`src/sv/tmac_ram.sv`:
```
module tmac_ram #(
  parameter int unsigned Width = 8,
  parameter int unsigned Depth = 256
) (
  input  logic                     clk,
  input  logic                     we,
  input  logic [$clog2(Depth)-1:0] waddr,
  input  logic [Width-1:0]         wdata,
  input  logic [$clog2(Depth)-1:0] raddr,
  output logic [Width-1:0]         rdata
);

  logic [Width-1:0] mem [Depth];

  always_ff @(posedge clk) begin
    if (we) begin
      mem[waddr] <= wdata;
    end
    rdata <= mem[raddr];
  end

endmodule

```
`config.mk`:
```
export PLATFORM = sky130hd
export DESIGN_NAME = tmac_ram
export DESIGN_NICKNAME = d
export VERILOG_FILES = /design/src/sv/tmac_ram.sv
export SDC_FILE = /design/constraint.sdc
export NUM_CORES = 2
export LEC_CHECK = 0
export ABC_AREA = 0
export ABC_CLOCK_PERIOD_IN_PS = 2650
export BUFFER_PORTS_ARGS = -buffer_cell sky130_fd_sc_hd__buf_2
export CAP_MARGIN = 20
export CORE_MARGIN = 3
export CORE_UTILIZATION = 60
export CTS_BUF_LIST = sky130_fd_sc_hd__clkbuf_4 sky130_fd_sc_hd__clkbuf_8
export DETAILED_ROUTE_END_ITERATION = 10
export PLACE_DENSITY = 0.73
export SLEW_MARGIN = 30
export SYNTH_ARGS = -nofsm -noshare
export SYNTH_HDL_FRONTEND = slang
export SYNTH_SLANG_ARGS = --single-unit
```
`constraint.sdc`:
```
create_clock -name clk -period 2.65 [get_ports clk]
set_input_delay 0.1325 -clock clk [delete_from_list [all_inputs] [get_ports clk]]
set_output_delay 0.1325 -clock clk [all_outputs]
set_load 0.01 [all_outputs]
```
==> metrics.yaml <==
status:
  status: "complete, no violations"
routing:
  drc: 0
  viasPerCell: 6.51
  wl_mm: 193
  ant_nets: 0
  first_pass_iters: 5
  wl_per_cell_um: 30.1
  dr_total_vias: 41700
  initialDrtViolationCount: 5532
clocking:
  cts_sinks: 2056
  post_cts_buffers: 0
  cts_root_buf: "clkbuf_8"
  htreeDepth: 5
  clkTransAtPathRegs_ns: 0.06
  clock_latency_ns: 1.01
  cts_made_buffers: 328
  clockBufferDepth: 4
  cts_tree: "done"
logic_synthesis:
  synth.yosys.seq_area_share_pct: 77.5
  syn-cell-area_um2: 79600
  synth_nets: 3759
  syn_avg_cell_area_um2: 21.3
  synth_edf_count: 2048
  netlist.area_leader.share_pct: 77.3
  synth_top_area_cell: "edfxtp_1"
  synth-seq-cells: 2056
  yosysWarningCount: 0
  synth.area.top_cells: "edfxtp_1 (77%), mux4_2 (13%), mux2i_1 (1.7%), nor2_1 (1.3%), a22oi_1 (1.3%)"
  async_flop_share_pct: 0
  synth_ff_type: "edfxtp_1"
  synth.distinct_cells: 55
  synthCells: 3733
finish:
  area_delta_synth_final_pct: 15.2
  n_fill_cell: 7644
  drive_gt1_share_pct: 33.1
  final_nets: 4462
  final_cells: 6409
  final_util_pct: 70.1
placement:
  dp_hpwl_mm: 124
  numPlacedInstances: 5828
  dp_slack_ns: -0.516
  port_buffers: 33
  place_congestion: 0.891
floorplanning:
  start_util_pct: 60.9
  dieArea_um2: 137000
  rows: 132
  ios: 34
  die_w_um: 370
  coreArea_um2: 131000
  die_h_um: 370
sta:
  fin_tns_setup_ns: 0
  slew_viol_final: 0
  rsz0062_at_grt: "no"
  slew_headroom_pct: 32.7
  period_share_pct: 99.7
  finalSetupViolCount: 0
  final-hold-violation-count: 0
  worst_pin_slew_ns: 1.00
  finClkSkew_ns: 0.0709
  fmax_ghz: 0.378
  final.min_clock_period_ns: 2.64
  worst_slack_ns: 0.00706
power:
  p_leak_uw: 0.0297
  peakVddDrop_uv: 615
  powerDensity_nw_per_um2: 704
  p_total_uw: 64500
worst_setup_path:
  setup.worst_path.start: "mem[41][7]"
  worst_ep_arrival_time_ns: 3.48
  r2r_slack_ns: 0.007
  reg2reg_from: "mem[41][7]"
  cp_max_fo: 1
  critPathRequiredTime_ns: 3.49
  start_kind: "register"
  end_kind: "register"
  worstSetupPathType: "register to register"
flow_run:
  drv_cap: 0
worst_hold_path:
  holdCritPathClass: "primary input to register"
  holdCritStartpoint: "raddr[2]"
global_routing:
  overflow: 0
  grtUsageTotal_pct: 28.9
  grt_max_degree: 98
  antenna_found_initial: 11
  first_global_vias: 42000
  grt_pass1_wl_mm: 284
==> metrics by stage <==
step	area, um^2	hold WS [ns]
5_1_grt	91600	0.175
3_5_place_dp	85400	0.609
4_1_cts	91600	0.107
6_report	91600	0.206
3_3_place_gp	85400	0.611
2_1_floorplan	79600	0.231
==> final timing paths <==
check	endpoint	depth (start not counted)
setup / recovery	rdata[7]	7
hold / removal	rdata[6]	8
setup reg to reg	rdata[7]	7
hold reg to reg	rdata[2]	7
==> per-layer routing <==
metal,up-vias,wire length (um),track usage [%]
met3,502,20600,6.03
met1,21500,72100,41.4
met4,4,8010,11.3
li1,17100,-,-
met5,-,20,0
met2,2565,92200,44.5
==> registers in the layout, indices dropped and copies added, names as in the netlist <==
name / cells
rdata: 8
mem: 2048
==> Yosys cell counts, drive strengths merged, types with 6 or more instances <==
cell / number
edfxtp: 2048
mux4: 456
nor2: 282
mux2i: 134
a22oi: 133
buf: 122
clkbuf: 111
a21oi: 96
o221ai: 47
nand3: 34
nand2: 33
nor2b: 31
o22ai: 28
nor4: 27
nor3: 22
a211oi: 16
a221oi: 14
o21ai: 12
nand4: 10
o211ai: 10
a22o: 8
dfxtp: 8
nand2b: 8
and2: 6
==> layout make-up <==
| type | instances | area, um^2 | share of cell area [%] |
|---|---|---|---|
| clock buffer | 438 | 5400 | 5.89 |
| inverter | 2 | 7.51 | 0.00819 |
| clock inverter | 115 | 567 | 0.619 |
| timing repair buffer | 606 | 5260 | 5.74 |
| multi-input combinational | 1442 | 16500 | 18.0 |
| tap | 1742 | 2180 | 2.38 |
| sequential | 2056 | 61700 | 67.3 |
| antenna | 8 | 20.0 | 0.0219 |
==> where the power goes <==
group / switching, uW / leakage, uW / internal (uW)
clock: 11700 / 0.00316 / 13400
combinational: 2150 / 0.00811 / 1350
sequential: 66.3 / 0.0185 / 35900
==> worst max-delay path: stages, from the launching register on <==
cell and delay [ns]:
edfxtp_1 0.37, mux4_2 0.48, a22oi_1 0.22, buf_4 0.16, a21oi_1 0.10, nor4_1 0.83
buf_4 0.23, nor4_1 0.05
==> what timing repair did <==
item,CTS,global route
hold buffers,20,0
hold endpoints to repair,1758,0
pin swaps,0,0
resized for setup,3,1
endpoints found under the setup margin,2,1
==> cell families (layout without fill, tap and decap cells) <==
family	after synthesis	in the layout	synth area share (%)
mux	591	591	14.6
simple gates	466	466	2.63
other cells	0	8	0
buf+inv	235	1161	1.83
flops	2056	2056	77.5
compound gates	385	385	3.42
==> placed cells by master, fill, tap and decap left out, types with 46 or more instances in the layout <==
| cell | netlist | layout |
|---|---|---|
| edfxtp_1 | 2048 | 2048 |
| mux2i_1 | 134 | 134 |
| clkbuf_4 | 0 | 101 |
| mux4_2 | 454 | 454 |
| buf_12 | 8 | 52 |
| clkinv_1 | 1 | 81 |
| clkbuf_8 | 0 | 345 |
| a22oi_1 | 133 | 133 |
| nor2_1 | 282 | 279 |
| buf_4 | 27 | 502 |
| o221ai_1 | 46 | 46 |
| a21oi_1 | 96 | 96 |
No activity file was read; power rests on OpenSTA's default activity.
