`src/sv/tmac_pkg.sv`:
```
package tmac_pkg;

  localparam int unsigned MaxWidth   = 1024;
  localparam int unsigned MaxTile    = 64;
  localparam int unsigned TableDepth = 256;
  localparam int unsigned MaxHeight  = 4096;
  localparam int unsigned SearchSteps = 127;

  localparam logic [6:0] NoChar = 7'd32;

  localparam logic [6:0]  TileReset   = 7'd5;
  localparam logic [5:0]  SkipReset   = 6'd0;
  localparam logic [10:0] WidthReset  = 11'd640;
  localparam logic [12:0] HeightReset = 13'd480;

  localparam int unsigned SumW = 20;
  localparam int unsigned CharW = 7;

  typedef enum logic [1:0] {
    REG_TILE   = 2'd0,
    REG_SKIP   = 2'd1,
    REG_WIDTH  = 2'd2,
    REG_HEIGHT = 2'd3
  } reg_idx_t;

  localparam logic OpPixel = 1'b0;
  localparam logic OpTable = 1'b1;

  // Request from the tile front end to the quantizer.
  typedef struct packed {
    logic [SumW-1:0] sum;
    logic [12:0]     count;
    logic            eol;
  } tile_req_t;

endpackage

```
`src/sv/tmac_ram.sv`:
```
module tmac_ram #(
  parameter int unsigned Width = 8,
  parameter int unsigned Depth = 256
) (
  input  logic                     clk,
  input  logic                     we,
  input  logic [$clog2(Depth)-1:0] waddr,
  input  logic [Width-1:0]         wdata,
  input  logic [$clog2(Depth)-1:0] raddr,
  output logic [Width-1:0]         rdata
);

  logic [Width-1:0] mem [Depth];

  always_ff @(posedge clk) begin
    if (we) begin
      mem[waddr] <= wdata;
    end
    rdata <= mem[raddr];
  end

endmodule

```
`src/sv/tmac_quant.sv`:
```
// Turns a finished tile sum into a character: a restoring divider gives
// floor(sum*256/(count*255)), then the character table is walked outward.
// The chosen character is handed to an output register, so the quantizer
// is free for the next tile while the receiver holds the previous one.
module tmac_quant (
  input  logic                clk,
  input  logic                rst,
  input  logic                req_valid,
  input  tmac_pkg::tile_req_t req,
  output logic                busy,
  input  logic                tbl_we,
  input  logic [7:0]          tbl_waddr,
  input  logic [6:0]          tbl_wdata,
  output logic                res_valid,
  output logic [6:0]          res_char,
  output logic                res_eol,
  input  logic                res_take
);

  typedef enum logic [2:0] {
    S_IDLE, S_DIV, S_UP, S_UPCHK, S_DN, S_DNCHK, S_OUT
  } state_t;

  state_t state;
  logic [28:0] rem;      // partial remainder
  logic [20:0] divisor;  // count*255
  logic [28:0] quo;
  logic [4:0]  bitn;
  logic [7:0]  level;
  logic [6:0]  step;
  logic        eol;
  logic [6:0]  hit_char;
  logic [255:0] valid_bits;
  logic [7:0]  raddr;
  logic [6:0]  rdata;
  logic [8:0]  up_pos;
  logic signed [9:0] dn_pos;

  tmac_ram #(.Width(7), .Depth(tmac_pkg::TableDepth)) u_tbl (
    .clk(clk), .we(tbl_we), .waddr(tbl_waddr), .wdata(tbl_wdata),
    .raddr(raddr), .rdata(rdata)
  );

  assign up_pos = {1'b0, level} + {2'b0, step};
  assign dn_pos = $signed({2'b0, level}) - $signed({3'b0, step});

  always_comb begin
    raddr = 8'd0;
    if (state == S_UP) raddr = up_pos[7:0];
    if (state == S_DN) raddr = dn_pos[7:0];
  end

  assign busy = (state != S_IDLE);

  // Long division: rem holds the partial remainder; quo shifts the dividend out at the top.
  logic [28:0] sh_rem;
  logic [28:0] dvd;
  always_comb begin
    sh_rem = {rem[27:0], quo[28]};
    dvd = 29'(divisor);
  end

  always_ff @(posedge clk) begin
    if (rst) begin
      state <= S_IDLE;
      valid_bits <= '0;
      res_valid <= 1'b0;
    end else begin
      if (tbl_we) valid_bits[tbl_waddr] <= 1'b1;
      unique case (state)
        S_IDLE: if (req_valid) begin
          rem <= '0;
          quo <= {1'b0, req.sum, 8'd0};
          divisor <= 21'(req.count) * 21'd255;
          eol <= req.eol;
          bitn <= 5'd0;
          state <= S_DIV;
        end
        S_DIV: begin
          if (sh_rem >= dvd) rem <= sh_rem - dvd;
          else rem <= sh_rem;
          quo <= {quo[27:0], (sh_rem >= dvd)};
          bitn <= bitn + 5'd1;
          if (bitn == 5'd28) begin
            step <= 7'd0;
            state <= S_UP;
          end
        end
        S_UP: begin
          if (up_pos[8]) state <= S_DN;
          else state <= S_UPCHK;
        end
        S_UPCHK: begin
          if (valid_bits[up_pos[7:0]] && rdata != 7'd0) begin
            hit_char <= rdata;
            state <= S_OUT;
          end else state <= S_DN;
        end
        S_DN: begin
          if (dn_pos < 0) begin
            if (step == 7'(tmac_pkg::SearchSteps - 1)) begin
              hit_char <= tmac_pkg::NoChar;
              state <= S_OUT;
            end else begin
              step <= step + 7'd1;
              state <= S_UP;
            end
          end else state <= S_DNCHK;
        end
        S_DNCHK: begin
          if (valid_bits[dn_pos[7:0]] && rdata != 7'd0) begin
            hit_char <= rdata;
            state <= S_OUT;
          end else if (step == 7'(tmac_pkg::SearchSteps - 1)) begin
            hit_char <= tmac_pkg::NoChar;
            state <= S_OUT;
          end else begin
            step <= step + 7'd1;
            state <= S_UP;
          end
        end
        S_OUT: if (!res_valid || res_take) state <= S_IDLE;
        default: state <= S_IDLE;
      endcase
      // The output register takes a new character once the previous one has
      // been delivered.
      if (state == S_OUT && (!res_valid || res_take)) begin
        res_valid <= 1'b1;
        res_char <= hit_char;
        res_eol <= eol;
      end else if (res_take) begin
        res_valid <= 1'b0;
      end
      if (state == S_DIV && bitn == 5'd28) begin
        // final quotient bit computed this cycle; clamp to 255
        if ({quo[27:0], (sh_rem >= dvd)} > 29'd255) level <= 8'd255;
        else level <= 8'({quo[6:0], (sh_rem >= dvd)});
      end
    end
  end

`ifndef SYNTHESIS
  a_out_hold: assert property (@(posedge clk) disable iff (rst)
    res_valid && !res_take |=> res_valid && $stable(res_char))
    else $error("result changed while held");
  a_busy_req: assert property (@(posedge clk) disable iff (rst)
    busy |-> !req_valid)
    else $error("tile request while quantizer busy");
  a_step_range: assert property (@(posedge clk) disable iff (rst)
    (state == S_UP) |-> step < 7'd127)
    else $error("search overran");
`endif

endmodule

```
`config.mk`:
```
export PLATFORM = sky130hd
export DESIGN_NAME = tmac_quant
export DESIGN_NICKNAME = d
export VERILOG_FILES = /design/src/sv/tmac_pkg.sv /design/src/sv/tmac_ram.sv /design/src/sv/tmac_quant.sv
export SDC_FILE = /design/constraint.sdc
export NUM_CORES = 2
export LEC_CHECK = 0
export ABC_AREA = 1
export BUFFER_PORTS_ARGS = -buffer_cell sky130_fd_sc_hd__buf_2
export CAP_MARGIN = 20
export CELL_PAD_IN_SITES_DETAIL_PLACEMENT = 0
export CELL_PAD_IN_SITES_GLOBAL_PLACEMENT = 2
export CORE_AREA = 2 2 523 654
export DETAILED_ROUTE_END_ITERATION = 8
export DIE_AREA = 0 0 525 656
export PLACE_DENSITY_LB_ADDON = 0.1
export SETUP_SLACK_MARGIN = 0.15
export SYNTH_ARGS = -nofsm -noshare
export SYNTH_HDL_FRONTEND = slang
export SYNTH_SLANG_ARGS = --single-unit
```
`constraint.sdc`:
```
create_clock -name clk -period 4.7 [get_ports clk]
set_input_delay 0.235 -clock clk [delete_from_list [all_inputs] [get_ports clk]]
set_output_delay 0.235 -clock clk [all_outputs]
set_load 0.02 [all_outputs]
```
==> results.sh <==
export IMPL_status="complete, no violations"
export IMPL_antenna_found_initial=13
export IMPL_clock_fmax_mhz=234
export IMPL_worstSetupStartpointType="flop"
export IMPL_drc_errors=0
export IMPL_netlist_area_leader_share=0.607
export IMPL_syn_num_nets=8627
export IMPL_grt_pass1_wl_um=490000
export IMPL_io_pins=64
export IMPL_ys_flop_type="edfxtp_1"
export IMPL_cts_max_path_buffers=4
export IMPL_r2r_start="step[0]"
export IMPL_cts_tree="done"
export IMPL_tightest_slew_ns=1.15
export IMPL_die_area_mm2=0.344
export IMPL_yosysMostFrequentCell="edfxtp_1"
export IMPL_dr_pass1_iters=6
export IMPL_finalCritPeriodShare=0.909
export IMPL_synthAdderAreaFrac=0.0229
export IMPL_yosys_top_cells_count="edfxtp_1, nor2_1, nand2_1, nand3_1, o211ai_1"
export IMPL_synthArstFlopShare=0
export IMPL_hold_path_class="in -> reg"
export IMPL_die_y_um=656
export IMPL_multi_input_area_mm2=0.0277
export IMPL_fillers=33978
export IMPL_place_hpwl_um=218000
export IMPL_vias_per_cell=4.84
export IMPL_synth_mux_area_frac=0
export IMPL_grt_remaining_overflow=0
export IMPL_seqCellArea_mm2=0.0626
export IMPL_cp_required_ns=5.51
export IMPL_relSlewSlack=0.232
export IMPL_drt_wl_total_um=344000
export IMPL_cp_end_kind="flop"
export IMPL_syn_cell_area_mm2=0.0943
export IMPL_yosys_area_share_simple=0.170
export IMPL_rsz0062_at_grt="no"
export IMPL_crit_type="reg -> reg"
export IMPL_synth_edf_count=1906
export IMPL_antenna_left=0
export IMPL_num_vias=64115
export IMPL_grt_max_degree=100
export IMPL_ir_drop_v=0.000305
export IMPL_fin_setup_tns_ns=0
export IMPL_power_density_mw_per_mm2=491
export IMPL_cap_viol_max_count=0
export IMPL_yosysSeqAreaShare=0.663
export IMPL_rr_worst_depth=12
export IMPL_htree_levels=4
export IMPL_avgSynthCellArea_um2=11.2
export IMPL_finalSetupViolCount=0
export IMPL_synth_area_leaders="edfxtp_1, o211ai_1, dfxtp_1"
export IMPL_routedWlPerCell_um=26.0
export IMPL_synth_xor_area_frac=0.00508
export IMPL_fin_skew_ns=0.0682
export IMPL_path_clk_slew_ns=0.06
export IMPL_yosysTopAreaCell="edfxtp_1"
export IMPL_drt_iter0_markers=4320
export IMPL_hold_viol=0
export IMPL_root_buffer="clkbuf_16"
export IMPL_syn_inst=8435
export IMPL_floorplan_core_area_mm2=0.338
export IMPL_cts_buffers=245
export IMPL_fp_dieW_um=525
export IMPL_reg2reg_slack_ns=0.43
export IMPL_worstHoldEndpoint="quo[27]"
export IMPL_rows=239
export IMPL_clock_sinks=2173
export IMPL_synth_seq_cells=2173
export IMPL_power_leakage_uw=0.0376
export IMPL_initial_core_util=0.279
export IMPL_area_growth_pct=16.5
export IMPL_clock_latency_ns=0.93
export IMPL_worst_path_max_fanout=14
export IMPL_synth_top_family_by_area="simple AND/OR/NAND/NOR gates"
export IMPL_drive_above_1_share=0.108
export IMPL_place_gp_congestion=0.802
export IMPL_grt_pass1_vias=64127
export IMPL_hold_path_startpoint="req[33]"
export IMPL_grt_total_usage=0.195
export IMPL_period_minus_slack_ns=4.27
export IMPL_timing_rr_end="u_tbl.rdata[4]"
export IMPL_post_cts_setup_buffer_count=0
export IMPL_final_nets=8767
export IMPL_hold_ws_ns=0.146
export IMPL_slew_violations=0
export IMPL_cp_data_arrival_time_ns=5.08
export IMPL_io_buffers=63
export IMPL_yosysUniqueCellTypes=47
export IMPL_hold_depth=4
export IMPL_fin_util=0.325
export IMPL_yosys_warnings=0
export IMPL_synth_compound_area_share=0.0941
## where the power goes
group / total [µW] / internal, µW / leakage [µW] / switching [µW]
Combinational: 13000 / 3970 / 0.0145 / 8990
Clock: 19200 / 11000 / 0.00386 / 8170
Sequential: 21800 / 21600 / 0.0193 / 195
Total: 53900 / 36600 / 0.0376 / 17400
## sequential cells by signal (all words and copies together) (netlist names)
register	count
divisor	21
step	7
rem	28
bitn	5
u_tbl.rdata	7
valid_bits	256
res_valid	1
res_char	7
hit_char	7
level	8
quo	29
eol	1
u_tbl.mem	1792
state	3
res_eol	1
## logic make-up (layout without fill, tap and decap cells)
family | after synthesis | after routing
other cells | 0 | 5
flops | 2173 | 2173
fa+ha+maj | 138 | 138
buf+inv | 1027 | 1369
compound gates | 1337 | 1337
simple gates | 3707 | 3707
xor+xnor | 53 | 53
## through the flow
step | instance area, µm² | instances | power, µW | setup WS, ns
after floorplan | 94300 | 8435 | 29600 | 0.335
after global placement | 101000 | 12737 | 35500 | 0.0146
after detailed placement | 102000 | 12741 | 35400 | 0.133
after CTS | 110000 | 13230 | 54800 | 0.340
after global routing | 110000 | 13238 | 56500 | 0.273
final | 110000 | 13240 | 53900 | 0.428
## placed cells by master, fill, tap and decap left out, drive strengths merged, types with 2 or more instances in the layout
cell / n
buf: 393
and3: 2
nand2: 1177
dfxtp: 267
xor2: 31
clkinv: 115
nor4: 4
xnor2: 22
nor2: 1182
a21oi: 86
o41ai: 2
edfxtp: 1906
diode: 5
a211oi: 4
nand3: 1025
clkbuf: 312
nor3: 16
a21o: 67
o21ai: 383
o211ai: 765
nand4: 24
a31oi: 9
or2: 276
fa: 58
ha: 80
clkinvlp: 8
bufinv: 22
a21boi: 3
o22ai: 10
inv: 479
dlygate4sd3: 40
o21a: 6
## worst max path at each step
stage                  start              to  cells past startpoint
CTS                  step[0]     hit_char[4]                     15
detailed placement    req[6]     divisor[19]                     16
global route         step[0]     hit_char[2]                     15
floorplan           state[1]         bitn[0]                      6
global placement      req[6]     divisor[19]                     16
finish               step[0]  u_tbl.rdata[4]                     12
## layout make-up
cell class / instances / share of cell area
flip-flops and latches: 2173 / 0.570
well taps: 4458 / 0.0508
inverters: 486 / 0.0169
clock inverters: 138 / 0.0119
diodes: 5 / 0.000114
multi-input cells: 5235 / 0.252
clock buffers: 311 / 0.0597
repair buffers: 434 / 0.0393
## metal layers
layer  up-vias  global-route usage  share of wire
met1     32519               0.255           0.44
met4         0              0.0496          0.026
met5         -                   0              0
met2      1039               0.344           0.50
li1      30184                   -              -
met3       373              0.0199          0.029
## worst max-delay path, cell delays in order (launching register included)
cell and delay, ns:
edfxtp_1 0.49, ha_1 0.30, fa_4 0.54, nand4_1 0.13, o211ai_1 0.18, xor2_1 0.55, inv_1 0.30, nand2_1 0.11
o21ai_1 0.09, inv_1 0.65, nand3_1 0.34, nand3_1 0.35, nand2_1 0.09
## timing repair
action | 4_1_cts | 5_1_grt
endpoints found under the hold margin | 530 | 0
resized for setup | 0 | 1
setup endpoints to repair | 0 | 7
hold buffers | 40 | 0
Note: power is estimated with default switching activity, not from simulation.
